### src/design/prm_pkg.sv
// Package for the polar range map query engine.
// Holds the shared constants, widths, command codes and the degree wrap helper.
package prm_pkg;

	localparam int PRM_MAP_DEGREES = 360;
	localparam int PRM_DEG_W       = 9;
	localparam int PRM_DIST_W      = 16;
	localparam int PRM_SUM_W       = 25;
	localparam int PRM_CNT_W       = 9;
	localparam int PRM_SCAN_HI     = 350;
	localparam int PRM_SCAN_LO     = 10;
	localparam int PRM_OBJ_FLOOR   = 80;
	localparam int PRM_NO_DEGREE   = 511;

	typedef enum logic [3:0] {
		CMD_POINT     = 4'd0,
		CMD_CLR_SCAN  = 4'd1,
		CMD_FARTHEST  = 4'd2,
		CMD_NEAREST   = 4'd3,
		CMD_SEC_MIN   = 4'd4,
		CMD_SEC_MAX   = 4'd5,
		CMD_SEC_AVG   = 4'd6,
		CMD_SEC_CLEAR = 4'd7,
		CMD_OBJECT    = 4'd8
	} prm_cmd_t;

	function automatic logic [PRM_DEG_W-1:0] prm_wrap(input logic signed [11:0] v);
		logic signed [11:0] r;
		if (v < -12'sd720) begin
			r = v + 12'sd1080;
		end else if (v < -12'sd360) begin
			r = v + 12'sd720;
		end else if (v < 12'sd0) begin
			r = v + 12'sd360;
		end else if (v >= 12'sd720) begin
			r = v - 12'sd720;
		end else if (v >= 12'sd360) begin
			r = v - 12'sd360;
		end else begin
			r = v;
		end
		return r[PRM_DEG_W-1:0];
	endfunction

endpackage

### src/design/prm_div.sv
// Restoring divider, one quotient bit per cycle, for the sector average.
// Depends on prm_pkg.
module prm_div import prm_pkg::*; (
	input  logic                  clk,
	input  logic                  arst_n,
	input  logic                  start,
	input  logic [PRM_SUM_W-1:0]  dividend,
	input  logic [PRM_CNT_W-1:0]  divisor,
	output logic                  done,
	output logic [PRM_DIST_W-1:0] quotient
);

	localparam int IW = $clog2(PRM_SUM_W);

	logic                 busy_q;
	logic                 done_q;
	logic [IW-1:0]        cnt_q;
	logic [PRM_CNT_W-1:0] rem_q;
	logic [PRM_SUM_W-1:0] dvd_q;
	logic [PRM_SUM_W-1:0] quo_q;
	logic [PRM_CNT_W:0]   trial;

	assign trial = {rem_q, dvd_q[PRM_SUM_W-1]};

	always_ff @(posedge clk or negedge arst_n) begin
		if (!arst_n) begin
			busy_q <= 1'b0;
			done_q <= 1'b0;
			cnt_q  <= '0;
			rem_q  <= '0;
			dvd_q  <= '0;
			quo_q  <= '0;
		end else begin
			done_q <= !start && busy_q && (cnt_q == IW'(PRM_SUM_W - 1));
			if (start) begin
				busy_q <= 1'b1;
				cnt_q  <= '0;
				rem_q  <= '0;
				dvd_q  <= dividend;
				quo_q  <= '0;
			end else if (busy_q) begin
				if (trial >= {1'b0, divisor}) begin
					rem_q <= PRM_CNT_W'(trial - {1'b0, divisor});
					quo_q <= {quo_q[PRM_SUM_W-2:0], 1'b1};
				end else begin
					rem_q <= trial[PRM_CNT_W-1:0];
					quo_q <= {quo_q[PRM_SUM_W-2:0], 1'b0};
				end
				dvd_q <= {dvd_q[PRM_SUM_W-2:0], 1'b0};
				if (cnt_q == IW'(PRM_SUM_W - 1)) begin
					busy_q <= 1'b0;
				end else begin
					cnt_q <= cnt_q + 1'b1;
				end
			end
		end
	end

	assign done     = done_q;
	assign quotient = quo_q[PRM_DIST_W-1:0];

endmodule

### config.mk
export PLATFORM = sky130hd
export DESIGN_NAME = prm_div
export DESIGN_NICKNAME = d
export VERILOG_FILES = /design/src/design/prm_pkg.sv /design/src/design/prm_div.sv
export SDC_FILE = /design/constraint.sdc
export NUM_CORES = 1
export LEC_CHECK = 0
export BUFFER_PORTS_ARGS = -buffer_cell sky130_fd_sc_hd__buf_2
export CORE_AREA = 2 2 112 87
export CTS_CLUSTER_DIAMETER = 50
export DETAILED_ROUTE_END_ITERATION = 10
export DIE_AREA = 0 0 114 89
export GPL_TIMING_DRIVEN = 0
export SKIP_CTS_REPAIR_TIMING = 1
export SYNTH_ARGS = -nofsm -noshare
export SYNTH_HDL_FRONTEND = slang
export SYNTH_SLANG_ARGS = --single-unit
export TNS_END_PERCENT = 5
### constraint.sdc
create_clock -name clk -period 5.92 [get_ports clk]
set_clock_uncertainty 0.1 [all_clocks]
set_input_delay 0.296 -clock clk [delete_from_list [all_inputs] [get_ports clk]]
set_output_delay 0.296 -clock clk [all_outputs]
set_load 0.01 [all_outputs]
**Yosys cells after proc, flatten, opt, wreduce, memory -nomap -nowiden**

Index checks and enable logic that the tools add are counted.
Widths: inputs -> output; s select.

- Register bits after elaboration: 57
- Input bits: 37
- Output and inout port bits: 17
- Logic and storage cells: 30

- Add/sub/neg operators: 2
- Order comparisons: 1
- Equal/unequal tests: 2
- Multiplexer cells: 14
- Reductions and logical operators: 5

Operators by type and width:

| operator | number |
|---|---|
| $mux 25 | 2 |
| $mux 16 | 2 |
| $mux 9 | 3 |
| $mux 5 | 3 |
| $ge 10x9->1 | 1 |
| $sub 9x9->9 | 1 |
| $add 5x1->5 const B | 1 |
| $eq 5x5->1 const B | 1 |
| $mux 1 | 4 |
| $logic_and 1x1->1 | 2 |
| $ne 2x2->1 const B | 1 |
| $reduce_and 2->1 | 1 |
| $reduce_bool 2->1 | 1 |
| $logic_not 1->1 | 1 |

**Depth between registers and ports, before layout**

Gate-level depths: netlist (run 1).

- Word-level depth: 4
- Gate-level depth with buffers: 9

**Worst setup path after synthesis (run 1)**

Ideal clock, no wire load.

- Path type: reg-to-reg
- Start point: reg dvd_q[24]
- End point: reg rem_q[3]
- Data arrival time: 1974 ps
- Required time: 5724 ps
- Slack: 3750 ps
- Cell stages (with the launch flop): 9
- Buffers on the path: 0
- Cell sequence: dfrtp_1 -> inv_1 -> ha_1 -> fa_1 -> nand2b_1 -> a21oi_2 -> o21ai_4 -> a211o_1 -> a311oi_2

- Word-level cells in the longest chain between the ends: 4
- Elaborated cells between the ends (all ways): 5
- Classes of those cells: 1 x add/sub; 1 x order compare; 3 x mux

RTL lines:

| item | line | text |
|---|---|---|
| start: declaration | prm_div.sv:19 | `logic [PRM_SUM_W-1:0] dvd_q;` |
| start signal: assignment | prm_div.sv:39 | `dvd_q <= dividend;` |
| start signal: assignment | prm_div.sv:49 | `dvd_q <= {dvd_q[PRM_SUM_W-2:0], 1'b0};` |
| $sub 9x9->9 or $ge 10x9->1 (tied branches) | prm_div.sv:43, prm_div.sv:42 |  |
| $mux 9 * | prm_div.sv:42 | `if (trial >= {1'b0, divisor}) begin` |
| $mux 9 * | prm_div.sv:41 | `end else if (busy_q) begin` |
| $mux 9 * | prm_div.sv:35 | `if (start) begin` |
| end signal: assignment | prm_div.sv:43 | `rem_q <= PRM_CNT_W'(trial - {1'b0, divisor});` |
| end signal: assignment | prm_div.sv:46 | `rem_q <= trial[PRM_CNT_W-1:0];` |
| end: declaration | prm_div.sv:18 | `logic [PRM_CNT_W-1:0] rem_q;` |

Every way passes the cells marked *; elsewhere a longest branch is shown, timed or not. The select of a mux whose other input is x is not followed.
A chain may end at the register's enable or synchronous reset.

**Worst setup path after layout (run 1)**

- Start point: reg dvd_q[24]
- End point: reg rem_q[5]

Same word-level chain as after synthesis.

==> results of run 1 <==
[final cells by class]
cell class / count / area [µm²] / share of cell area [%]
inverter: 15 / 56.3 / 1.48
tap: 112 / 140 / 3.69
clock inverter: 4 / 50.0 / 1.32
clock buffer: 12 / 267 / 7.02
sequential: 57 / 1430 / 37.6
buffer: 18 / 82.6 / 2.18
timing repair buffer: 53 / 273 / 7.19
multi-input combinational: 219 / 1500 / 39.6
[power breakdown]
| group | leakage (nW) | internal (W) | switching, W |
|---|---|---|---|
| clock | 0.151 | 0.000359 | 0.000173 |
| combinational | 1.19 | 0.000149 | 0.000191 |
| sequential | 0.742 | 0.000433 | 0.0000344 |
[metal layers]
metal / up-vias / routed length, µm
li1: 1226 / -
met1: 1133 / 3610
met2: 49 / 2970
met3: 10 / 328
met4: 0 / 53
met5: - / 0
[flip-flops by register name (all words and copies together) (netlist names)]
register and flops:
busy_q 1, quo_q 16, dvd_q 25, rem_q 9
done 1, cnt_q 5
[cell families after synthesis]
family / after synthesis
AND/OR/NAND/NOR: 89
adder cells (fa/ha/maj): 12
AO/OA/AOI/OAI: 71
multiplexers: 41
XOR/XNOR: 6
flip-flops: 57
buffers and inverters: 33
[stage by stage]
step	worst slack, ns	hold slack [ns]	std cells
5_1_grt	3.44	0.0791	490
4_1_cts	3.56	0.0702	489
3_3_place_gp	3.58	0.404	473
6_report	3.56	0.0789	490
2_1_floorplan	3.75	-0.0996	309
3_5_place_dp	3.57	0.413	473
[worst paths after layout]
check / start / to / slack, ns / cells past startpoint
max: dvd_q[24]$_DFFE_PN0P_ / rem_q[5]$_DFFE_PN0P_ / 3.56 / 8
min: dividend[16] / dvd_q[16]$_DFFE_PN0P_ / 0.08 / 3
max reg2reg: dvd_q[24]$_DFFE_PN0P_ / rem_q[5]$_DFFE_PN0P_ / 3.56 / 8
min reg2reg: quo_q[15]$_DFFE_PN0P_ / quo_q[15]$_DFFE_PN0P_ / 0.41 / 2
max in group asynchronous: arst_n / quo_q[13]$_DFFE_PN0P_ / 4.76 / 2
min in group asynchronous: arst_n / dvd_q[12]$_DFFE_PN0P_ / 0.46 / 2
[layout by cell type, fill, tap and decap left out, drive strengths merged, types with 3 or more instances in the layout]
cell type | synthesis | routed
o21a | 3 | 3
nand2 | 29 | 29
a311oi | 7 | 7
a21o | 3 | 3
nor2 | 34 | 34
nand3 | 8 | 8
nand2b | 3 | 3
dfrtp | 57 | 57
clkbuf | 13 | 25
inv | 15 | 15
mux2i | 40 | 40
xor2 | 5 | 5
a21oi | 5 | 5
a211o | 3 | 3
nand4 | 4 | 4
ha | 11 | 11
o21ai | 36 | 36
buf | 5 | 57
a211oi | 3 | 3
[tightest hold or removal path, delay by kind of cell]
kind            cells  cell delay (ns)
simple gates        1             0.04
buf+inv             1             0.07
compound gates      1             0.06
==> results, run 1 <==
- After synthesis, the share of flip-flops with an asynchronous set or reset is between 90% and 100%.
- The number of antenna-violating nets in the routed design is 0.
- The number of diodes is 0.
- The share of the synthesized area in the top cell type is a little under half.
- The number of antenna violations at the first check in global routing is 0.
- The relative slew slack is about half.
- Walking the worst path, the cells encountered are inv_1 > ha_1 > fa_1 > nand2b_1 > a21oi_2 > o21a_1 > o221ai_1 > a311oi_1.
- Global routing consumed, on the met3 layer, 4.75% of the routing resources.
- Sorting the synthesized cells by area gives the leading types as sky130_fd_sc_hd__dfrtp_1, sky130_fd_sc_hd__mux2i_1, sky130_fd_sc_hd__o21ai_1, sky130_fd_sc_hd__ha_1, sky130_fd_sc_hd__nor2_1.
- The final layout contains routed wiring with a total length of 6960 µm.
- The share of synthesized area occupied by flip-flops and latches is 46.5%.
- The shortest clock period the worst path allows after layout is about 2.4 ns.
- After synthesis, the most frequently instantiated cells are sky130_fd_sc_hd__dfrtp_1, sky130_fd_sc_hd__mux2i_1, sky130_fd_sc_hd__nor2_1, sky130_fd_sc_hd__nand2_1, sky130_fd_sc_hd__o21ai_1.
- The clock root buffer is sky130_fd_sc_hd__clkbuf_16.
- After routing the design area is roughly 0.0038 mm².
- Dividing total power by cell area gives a power density of around 350 mW/mm².
- The number of clock buffers added by TritonCTS is 9.
- The dominant cell type by area after synthesis is sky130_fd_sc_hd__dfrtp_1.
- For this block, the via count after detailed routing is roughly 2,400.
- The cell area after technology mapping is 0.00307 mm².
- The max-slew violation count is 0.
- Dividing the final minimum period by the clock period gives approximately two fifths.
- The total iterations of the first detailed-routing run is 6.
- The flow ran to the end, and the final reports show no timing, DRC or antenna violations.
- After detailed routing, the average wire length per cell comes to roughly 14 µm.
- The floorplan die height is about 89 µm.
- The total number of placement rows is 30.
- For this run, the slowest stage of the critical path takes ~0.41 ns.
- The mux contribution to synthesized area is ~13%.
- The met1 usage is 19.9%.
- The per-cell via count in the routed design is between 4 and 5.
- The clock transition at the register clock pins on the worst setup and hold paths after CTS is 0.05 ns.
- The area growth from synthesis to layout is 23.8%.
- For this run, design rule violations remaining after detail routing come to 0.
- The type of the most critical hold path is input pin to flip-flop.
- The post-layout utilization of the core is ~42%.
- For the worst setup path, the data arrival time is approximately 2.5 ns.
- The buffering stage count on the worst path with inverters included is 1.
- For this block, the initial DRC count from the detailed router was about 120.
- sky130_fd_sc_hd__dfrtp_1 is the most common cell in the netlist.
- In this run the cell area measured after placement is 0.00347 mm².
- Yosys mapped a number of flops with a built-in enable equal to 0.
- Broken down by cell family, the worst path's largest delay share belongs to compound AO/OA/AOI/OAI gates.
- Entering global routing, the biggest net connects just under 60 pins.
- The most instantiated flip-flop cell in the synthesis netlist is sky130_fd_sc_hd__dfrtp_1.
- The total routing usage reported by global routing is between 10 and 15%.
- The global routing stage identified its most utilized layer as met2.
- Summing the areas of all and, or, nand and nor instances in the mapped netlist gives about an eighth of the synthesized area.
- The nature of the critical path endpoint is a flip-flop.
- The final-report hold violation count was 0.
- At the end of the flow, the number of nets in the layout was around 420.
- The number of warning messages in the yosys log is 0.
- Of the cells placed in the final design, the portion with a size suffix greater than 1 is 21.7%.
- At the pin with the least slew margin, the transition time is between 0.7 and 0.8 ns.
- The half-perimeter wire length after detailed placement is slightly above 5000 µm.
- The fill cell total of the finished layout is ~900.
- The largest fanout on the critical path is 5.
- Across the run, the number of max-cap violations was 0.
- The data required time at the worst endpoint is 6.04 ns.
- Setup repair after global routing left no endpoint under its margin.
- The post-synthesis compound-gate area fraction is about 16%.
- The static power due to leakage is 2.08 nW.
- The initial standard-cell utilization of the core is between 30% and 40%.
- Of the total synthesized cell area, the portion taken by XOR and XNOR cells is roughly 1.7%.
- The via count of the first global-routing pass is 2,303.
- The startpoint kind of the worst setup timing path is a flip-flop.
- The design draws approximately 0.0013 W.
- The number of sinks on the clock net is 57.
- The maximum vdd drop is about 0.14 mV.
- The number of synthesized register bits is 57.
- Based on the critical path, the design can be clocked at up to between 400 and 500 MHz.
- The top-level port count is 54.
- The final sum of negative setup slack is 0 ns.
- Global routing used 21.0% of the available met2 tracks.
- The clock network latency to the later pin of the worst-skew pair is around 0.32 ns.
- By area, the combinational part of the netlist is dominated by compound AO/OA/AOI/OAI gates.
- The first global-routing pass estimated approximately 11,000 µm of wire.
- The H-tree was split into 3 levels.
- The die covers slightly above 0.01 mm².
- Global routing finished with a remaining overflow of 0.
- Synthesis produced a netlist whose cell count is just over 300.
- The clock tree from TritonCTS is done.
- Counting along the longest clock path gives a buffer depth of 2.
- The synthesized netlist devotes 5.14% of its cell area to adder and majority cells.
- The horizontal extent of the die is roughly 110 µm.
- The placer congestion estimate is about 0.77.
- The cell with the largest stage delay on the worst path is sky130_fd_sc_hd__fa_1.
- Synthesis produced a netlist with a net count of roughly 360.
- The classification of the worst setup path is flip-flop to flip-flop.
- The netlist uses around 50 different library cells.
- The core footprint is just under 0.009 mm².
- The final number of setup-violating endpoints is 0.
- The quantity of I/O buffers inserted on ports is 52.
- The average instance in the mapped netlist occupies roughly 10 µm².
Power figures use the tool's default switching activity.
==> run 2, diff against run 1 <==
- ABC_AREA: default -> 1
- CORE_AREA: 2 2 112 87 -> 2 2 110 86
- DIE_AREA: 0 0 114 89 -> 0 0 112 88
- clock period: 5.92 -> 2.1 ns (I/O delays scaled with it)
==> run 2 against run 1 <==
  * Via count increased by 8.6%
  * The flow now finishes with violations (hold timing)
  * Worst setup slack worse by 3.4 ns
  * Highest routed layer unchanged
  * Worst hold slack got worse by 0.10 ns
  * Largest power group unchanged
  * Register-to-register slack worse by 3.4 ns
  * Routed wire length is 2.3% higher
  * Maximum frequency increased by 24%
  * Clock power increased to 2.6 times the previous value
  * Combinational power rose to 3.4 times the previous value
  * Synthesized cell count is 19% higher
  * First-iteration DRC count is 6.0% lower
==> results, run 2 <==
- The flow ran to the end, but the final reports show violations.
- The final reports fail on hold timing.
- The number of synthesized register bits is between 50 and 60.
- A synthesized cell averages a little over 8 µm².
- The floorplan step set the die width to 112 µm.
- The area of placed instances is between 0.003 and 0.004 mm².
- The top-level port count is 54.
- The final-report hold violation count is 6.
- The clock tree from TritonCTS is done.
- The floorplan step set the die height to 88 µm.
- The initial standard-cell utilization of the core is roughly a third.
- The tree is rooted in a sky130_fd_sc_hd__clkbuf_16.
- The number of sinks on the clock net is 57.
- After synthesis, the cell types taking the most area are sky130_fd_sc_hd__dfrtp_1, sky130_fd_sc_hd__nand2_1, sky130_fd_sc_hd__inv_1, sky130_fd_sc_hd__o22ai_1, sky130_fd_sc_hd__ha_1.
- Final hold analysis gives a worst-case slack of -0.0209 ns.
- Relative to the synthesized area, the layout overhead comes to 27.2%.
- The per-cell via count in the routed design is between 4 and 5.
- dvd_q holds more flip-flops than any other register.
- The dominant cell type by area after synthesis is sky130_fd_sc_hd__dfrtp_1.
- The share of async-settable or async-resettable flops after synthesis is 100%.
- The post-synth net total is ~420.
- The data required time at the worst endpoint is approximately 2.2 ns.
- Global routing finished with a remaining overflow of 0.
- The number of flops mapped to enable cells by yosys is 0.
- For the pin with the worst max-slew slack, the measured transition is around 0.72 ns.
- After routing, the total negative slack on setup checks comes to 0 ns.
- The ratio of final minimum period to clock period is 90.4%.
- The placer congestion estimate is 0.842.
- The clock network latency to the later pin of the worst-skew pair is about 0.32 ns.
- The share of synthesized area occupied by flip-flops and latches is a little under half.
- The total clock buffers created by CTS is 9.
- The max-slew violation count was 0.
- In the final layout, the registers with the most flip-flops are dvd_q x25, quo_q x16, rem_q x9.
- The die covers about 0.0099 mm².
- In this run the worst path has a maximum fanout of 3.
- The total number of nets in the final design is 492.
- For this run, design rule violations remaining after detail routing come to 0.
- The total number of placement rows is 30.
- During placement, the flow inserted port buffers numbering 52.
- Leaving out fill and tap cells, the most frequent cell in the layout is sky130_fd_sc_hd__nand2_1.
- The cell area after technology mapping is between 0.002 and 0.003 mm².
- The number of standard cells in the final layout excluding fillers is 559.
- The highest clock rate is 527 MHz.
- The library cells used most frequently in the layout, excluding fill and tap cells, are sky130_fd_sc_hd__nand2_1, sky130_fd_sc_hd__inv_1, sky130_fd_sc_hd__buf_2, sky130_fd_sc_hd__dfrtp_1, sky130_fd_sc_hd__o22ai_1.
- Setup repair after global routing left no endpoint under its margin.
- The number of violations of the max-capacitance limit is 0.
- The violation count after the first detailed-routing iteration is roughly 110.
- The setup slack after placement is between 0.15 and 0.2 ns.
- The wire length of the first global-routing pass is ~12,000 µm.
- The power per standard cell area is between 1000 and 1500 mW/mm².
- The number of instances in the placed design is between 500 and 600.
- The register with the most flip-flops in the layout has 25 of them.
- The worst setup path is captured at a flip-flop.
- The most instantiated flip-flop cell in the synthesis netlist is sky130_fd_sc_hd__dfrtp_1.
- The number of antenna violations at the first check in global routing is 0.
- The via count of the first global-routing pass was 2,527.
- The completed layout was analyzed and its total power is about 0.0038 W.
- The clock transition at the register clock pins on the worst setup and hold paths after CTS is about 0.050 ns.
- The clock passes through at most 2 buffers.
- The core region is roughly 0.009 mm².
- Entering global routing, the biggest net connects 58 pins.
- The first detailed-routing pass ran for 4 iterations.
- The post-route netlist has a little over a fifth of its cells at a drive strength greater than 1.
- The worst path arrival time is approximately 2 ns.
- The critical path is of the flip-flop to flip-flop type.
- Setup violations remaining at the end of the flow were counted as 0.
- The finished cells cover approximately 0.0038 mm².
- Summed over all layers, the routed wires come to about 7000 µm.
- After synthesis, the netlist uses 29 different library cells.
- The number of diodes is 0.
- The top cell type by area accounts for a little under half of the synthesized area.
- Global routing used between 15 and 20% of the available tracks.
- The Yosys step of the flow raised 0 warnings.
- The final routed wire length divided by cell count is 12.7 µm.
- The H-tree depth is 3.
- Once detailed placement completed, the half-perimeter wirelength came to between 5000 and 6000 µm.
- The number of antenna-violating nets in the routed design is 0.
- The worst path in the final design needs a cycle of 1.90 ns, including I/O delays and setup.
- The worst pin sits at a relative slew slack of between 50% and 60%.
- The analysis attributes to cell leakage a power of 2.01 nW.
- The maximum vdd drop is 0.451 mV.
- The most instantiated library cell after synthesis is sky130_fd_sc_hd__nand2_1.
- The number of standard cells after synthesis is between 300 and 400.
- The total vias in the final route is approximately 2,600.
- The startpoint kind of the worst setup timing path is a flip-flop.
- By count the netlist is led by sky130_fd_sc_hd__nand2_1, sky130_fd_sc_hd__inv_1, sky130_fd_sc_hd__dfrtp_1, sky130_fd_sc_hd__o22ai_1, sky130_fd_sc_hd__nor2_1.
- After layout, the worst setup slack is a little over 0.2 ns.
- The type of the most critical hold path is input pin to flip-flop.
[run 2: layout make-up]
class / instances / area [µm²]
Clock buffer: 11 / 233
Inverter: 65 / 244
Tap cell: 112 / 140
Sequential cell: 57 / 1430
Fill cell: 920 / 4980
Multi-Input combinational cell: 233 / 1270
Clock inverter: 4 / 45.0
Timing Repair Buffer: 65 / 393
Buffer: 12 / 58.8
[run 2: worst paths after layout]
path | start | slack (ns) | depth (start not counted) | endpoint
setup reg to reg | dvd_q[24]$_DFFE_PN0P_ | 0.20 | 13 | rem_q[8]$_DFFE_PN0P_
hold reg to reg | quo_q[15]$_DFFE_PN0P_ | 0.41 | 2 | quo_q[15]$_DFFE_PN0P_
setup / recovery | dvd_q[24]$_DFFE_PN0P_ | 0.20 | 13 | rem_q[8]$_DFFE_PN0P_
min in group asynchronous | arst_n | 0.28 | 2 | rem_q[8]$_DFFE_PN0P_
hold / removal | dividend[16] | -0.02 | 3 | dvd_q[16]$_DFFE_PN0P_
max in group asynchronous | arst_n | 1.12 | 2 | dvd_q[3]$_DFFE_PN0P_
[run 2: where the power goes]
group | internal, W | total, W | switching (W)
registers | 0.00122 | 0.00130 | 0.0000810
logic | 0.000415 | 0.00114 | 0.000727
clock network | 0.000903 | 0.00137 | 0.000470
[run 2: stage by stage]
step                hold WS, ns  util [%]
global placement          0.228      38.6
CTS                      -0.113      41.8
floorplan                -0.291         -
detailed placement        0.225      38.6
global route            0.00898      43.3
finish                  -0.0209      43.3
[run 2: worst max-delay path: stages, from the launching register on]
cell and delay (ns):
sky130_fd_sc_hd__dfrtp_1 0.31, sky130_fd_sc_hd__inv_1 0.07, sky130_fd_sc_hd__ha_1 0.21, sky130_fd_sc_hd__fa_2 0.38, sky130_fd_sc_hd__inv_1 0.12, sky130_fd_sc_hd__nand2_1 0.06, sky130_fd_sc_hd__nand2_1 0.07, sky130_fd_sc_hd__nand3_1 0.11
sky130_fd_sc_hd__nand2_1 0.09, sky130_fd_sc_hd__nand2_1 0.05, sky130_fd_sc_hd__nand2_1 0.05, sky130_fd_sc_hd__nand2_1 0.04, sky130_fd_sc_hd__nand3_1 0.06, sky130_fd_sc_hd__nand2_1 0.05
[run 2: cells by family after synthesis]
logic type | Yosys count | share of synthesized area (%)
simple gates | 153 | 23.1
buf+inv | 77 | 10.1
compound gates | 66 | 13.3
flops | 57 | 47.7
fa+ha+maj | 12 | 5.27
xor+xnor | 2 | 0.585
[run 2: metal layers]
layer	vias to the layer above	share of wire [%]	global-route usage, %
met4	0	1.0	5.32
li1	1336	-	-
met3	7	6.9	5.54
met1	1214	50	21.3
met2	69	42	23.3
met5	-	0	0
==> run 3, diff against run 2 <==
==> constraint.sdc (replaced) <==
create_clock -name clk -period 2.1 [get_ports clk]
set_clock_uncertainty 0.1 [all_clocks]
set_input_delay 0 -clock clk [delete_from_list [all_inputs] [get_ports clk]]
set_output_delay 0 -clock clk [all_outputs]
set_load 0.01 [all_outputs]
==> run 3 against run 2 <==
  * The run still ends with hold timing left
  * Maximum frequency about the same
  * Critical path depth unchanged
  * Power increased by 0.55%
  * Cell count increased by 2.5%
  * Clock power about the same
  * Die area unchanged
  * Largest power group unchanged
  * Highest routed layer unchanged
==> results, run 3 (synthesis gave the netlist of run 2 again) <==
- The run finished, with violations left.
- The final reports fail on hold timing.
- The placer congestion estimate is roughly 0.84.
- Entering global routing, the biggest net connects 58 pins.
- The number of antenna violations at the first check in global routing is 0.
- The core footprint is between 0.008 and 0.009 mm².
- The power share of the clock group is 35.8%.
- The startpoint kind of the worst setup timing path is a flip-flop.
- The count of buffers added on input and output ports is 52.
- Of all nets on the critical path, the largest fanout is 3.
- Data arrives at the worst endpoint at 2.01 ns.
- The combinational group share of total power is around 30%.
- The reported net switching power is 0.00128 W.
- The number of violations of the max-capacitance limit is 0.
- The library cell used most frequently in the layout, excluding fill and tap cells, is sky130_fd_sc_hd__nand2_1.
- The hold path depth is 3.
- The overall die area is slightly below 0.01 mm².
- Cell internal power was estimated by the tool at ~0.0026 W.
- In this run, placement finished with an instance count of between 500 and 600.
- Global routing finished with a remaining overflow of 0.
- The number of standard cells in the final layout excluding fillers is roughly 570.
- The share of total power dissipated in sequential elements is approximately a third.
- The H-tree was split into 3 levels.
- In the final layout, the registers with the most flip-flops are dvd_q x25, quo_q x16, rem_q x9.
- The clock net in this run drives a total of 57 sinks.
- The total iterations of the first detailed-routing run is 4.
- The classification of the worst setup path is flip-flop to flip-flop.
- The initial standard-cell utilization of the core is between 30 and 40%.
- The first global-routing pass estimated ~12,000 µm of wire.
- The maximum buffer depth of the clock tree is 2.
- In this run the tightest slew margin relative to its limit is 51.8%.
- At the worst endpoint, the required time is between 2 and 2.5 ns.
- The floorplan die height is ~88 µm.
- The maximum vdd drop is about 0.45 mV.
- The total number of nets in the final design is 506.
- The number of cells on the worst reg-to-reg path is 13.
- After detailed routing, the number of remaining DRC violations is 0.
- The top-level port count is 54.
- The total clock buffers created by CTS is 9.
- Leaving out fill and tap cells, the most frequent cells in the layout are sky130_fd_sc_hd__nand2_1, sky130_fd_sc_hd__inv_1, sky130_fd_sc_hd__buf_2, sky130_fd_sc_hd__dfrtp_1, sky130_fd_sc_hd__o22ai_1.
- At the pin with the least slew margin, the transition time is slightly above 0.7 ns.
- The final-report hold violation count is 2.
- After layout, the worst path uses 90.4% of the clock period.
- The half-perimeter wire length after detailed placement is slightly above 5000 µm.
- On the final layout, the worst hold slack is -0.0302 ns.
- From synthesis to final layout, the design area changed by 31.9%.
- In this run, the number of DRC markers left after iteration 0 of detailed routing was about 110.
- In the final layout, the share of cells above drive strength 1 is roughly a fifth.
- Static timing analysis puts the maximum clock frequency at around 530 MHz.
- The floorplan has 30 rows.
- The per-cell via count in the routed design is 4.68.
- The cell sitting at the root of the clock tree is a sky130_fd_sc_hd__clkbuf_16.
- The final number of setup-violating endpoints is 0.
- The nature of the critical path endpoint is a flip-flop.
- The worst path in the final design needs a cycle of approximately 1.9 ns, including I/O delays and setup.
- The number of antenna diodes in the final layout is 0.
- For the worst-skew pair, the clock arrives at the later sink with an insertion delay of 0.32 ns.
- The routed layout has roughly 2,700 vias.
- Setup repair after global routing left no endpoint under its margin.
- The total routing usage reported by global routing is 15.6%.
- The analysis attributes to cell leakage a power of ~2.1 nW.
- The summed area of non-filler cells in the final layout is between 0.003 and 0.004 mm².
- In this run the cell area measured after placement is roughly 0.0034 mm².
- The max-slew violation count is 0.
- The number of antenna-violating nets in the routed design is 0.
- The register containing the most flip-flops in the final layout is dvd_q.
- The via count of the first global-routing pass is 2,527.
- In the final timing run, aggregate negative setup slack is 0 ns.
- From left edge to right edge, the die measures between 100 and 150 µm.
- The register with the most flip-flops in the layout has 25 of them.
- In the final routed layout, each cell accounts on average for 12.6 µm.
- TritonCTS built the clock tree.
- The routed design has approximately 7200 µm of wire.
- The switching part of the total is 33.4%.
- The clock transition at the register clock pins on the worst setup and hold paths after CTS is 0.05 ns.
- The type of the most critical hold path is input pin to flip-flop.
- For this design the ratio of total power to cell area is roughly 1000 mW/mm².
==> run 3: through the flow <==
step,utilization [%],power [W],setup slack (ns)
CTS,41.8,0.00383,0.137
floorplan,-,0.00218,0.347
global placement,38.6,0.00243,0.165
global route,44.9,0.00411,0.0486
detailed placement,38.6,0.00244,0.154
finish,44.9,0.00383,0.203
==> run 3: power by group through the flow <==
stage	clock, W	combinational (W)	sequential (W)
2_1_floorplan	0	0.000878	0.00130
3_3_place_gp	0	0.00112	0.00132
3_5_place_dp	0	0.00113	0.00132
4_1_cts	0.00140	0.00113	0.00130
5_1_grt	0.00146	0.00134	0.00131
6_report	0.00137	0.00116	0.00130
==> run 3: layout make-up <==
cell class / instances / area, µm²
Inverter: 65 / 244
Fill cell: 901 / 4840
Multi-Input combinational cell: 233 / 1270
Clock inverter: 4 / 45.0
Timing Repair Buffer: 79 / 533
Buffer: 12 / 58.8
Sequential cell: 57 / 1430
Clock buffer: 11 / 233
Tap cell: 112 / 140
==> run 3: critical path, stage by stage, from the launching register on <==
cell                      delay (ns)
sky130_fd_sc_hd__dfrtp_1        0.31
sky130_fd_sc_hd__inv_1          0.07
sky130_fd_sc_hd__ha_1           0.21
sky130_fd_sc_hd__fa_2           0.38
sky130_fd_sc_hd__inv_1          0.12
sky130_fd_sc_hd__nand2_1        0.06
sky130_fd_sc_hd__nand2_1        0.07
sky130_fd_sc_hd__nand3_1        0.11
sky130_fd_sc_hd__nand2_1        0.09
sky130_fd_sc_hd__nand2_1        0.05
sky130_fd_sc_hd__nand2_1        0.05
sky130_fd_sc_hd__nand2_1        0.04
sky130_fd_sc_hd__nand3_1        0.06
sky130_fd_sc_hd__nand2_1        0.05
==> run 3: path summary, 6_finish.rpt <==
kind / from / end / slack (ns)
hold reg to reg: quo_q[15]$_DFFE_PN0P_ / quo_q[15]$_DFFE_PN0P_ / 0.41
min in group asynchronous: arst_n / rem_q[8]$_DFFE_PN0P_ / 0.17
max in group asynchronous: arst_n / rem_q[3]$_DFFE_PN0P_ / 1.23
setup / recovery: dvd_q[24]$_DFFE_PN0P_ / rem_q[8]$_DFFE_PN0P_ / 0.20
setup reg to reg: dvd_q[24]$_DFFE_PN0P_ / rem_q[8]$_DFFE_PN0P_ / 0.20
hold / removal: start / dvd_q[3]$_DFFE_PN0P_ / -0.03
==> run 3: routing by layer <==
| layer | wire, µm | vias up | GRT usage [%] | part of all wire, % |
|---|---|---|---|---|
| met5 | 0 | - | 0 | 0 |
| met1 | 3670 | 1246 | 21.3 | 51 |
| li1 | - | 1365 | - | - |
| met4 | 72 | 0 | 5.32 | 1.0 |
| met2 | 3100 | 64 | 23.3 | 43 |
| met3 | 382 | 7 | 5.54 | 5.3 |
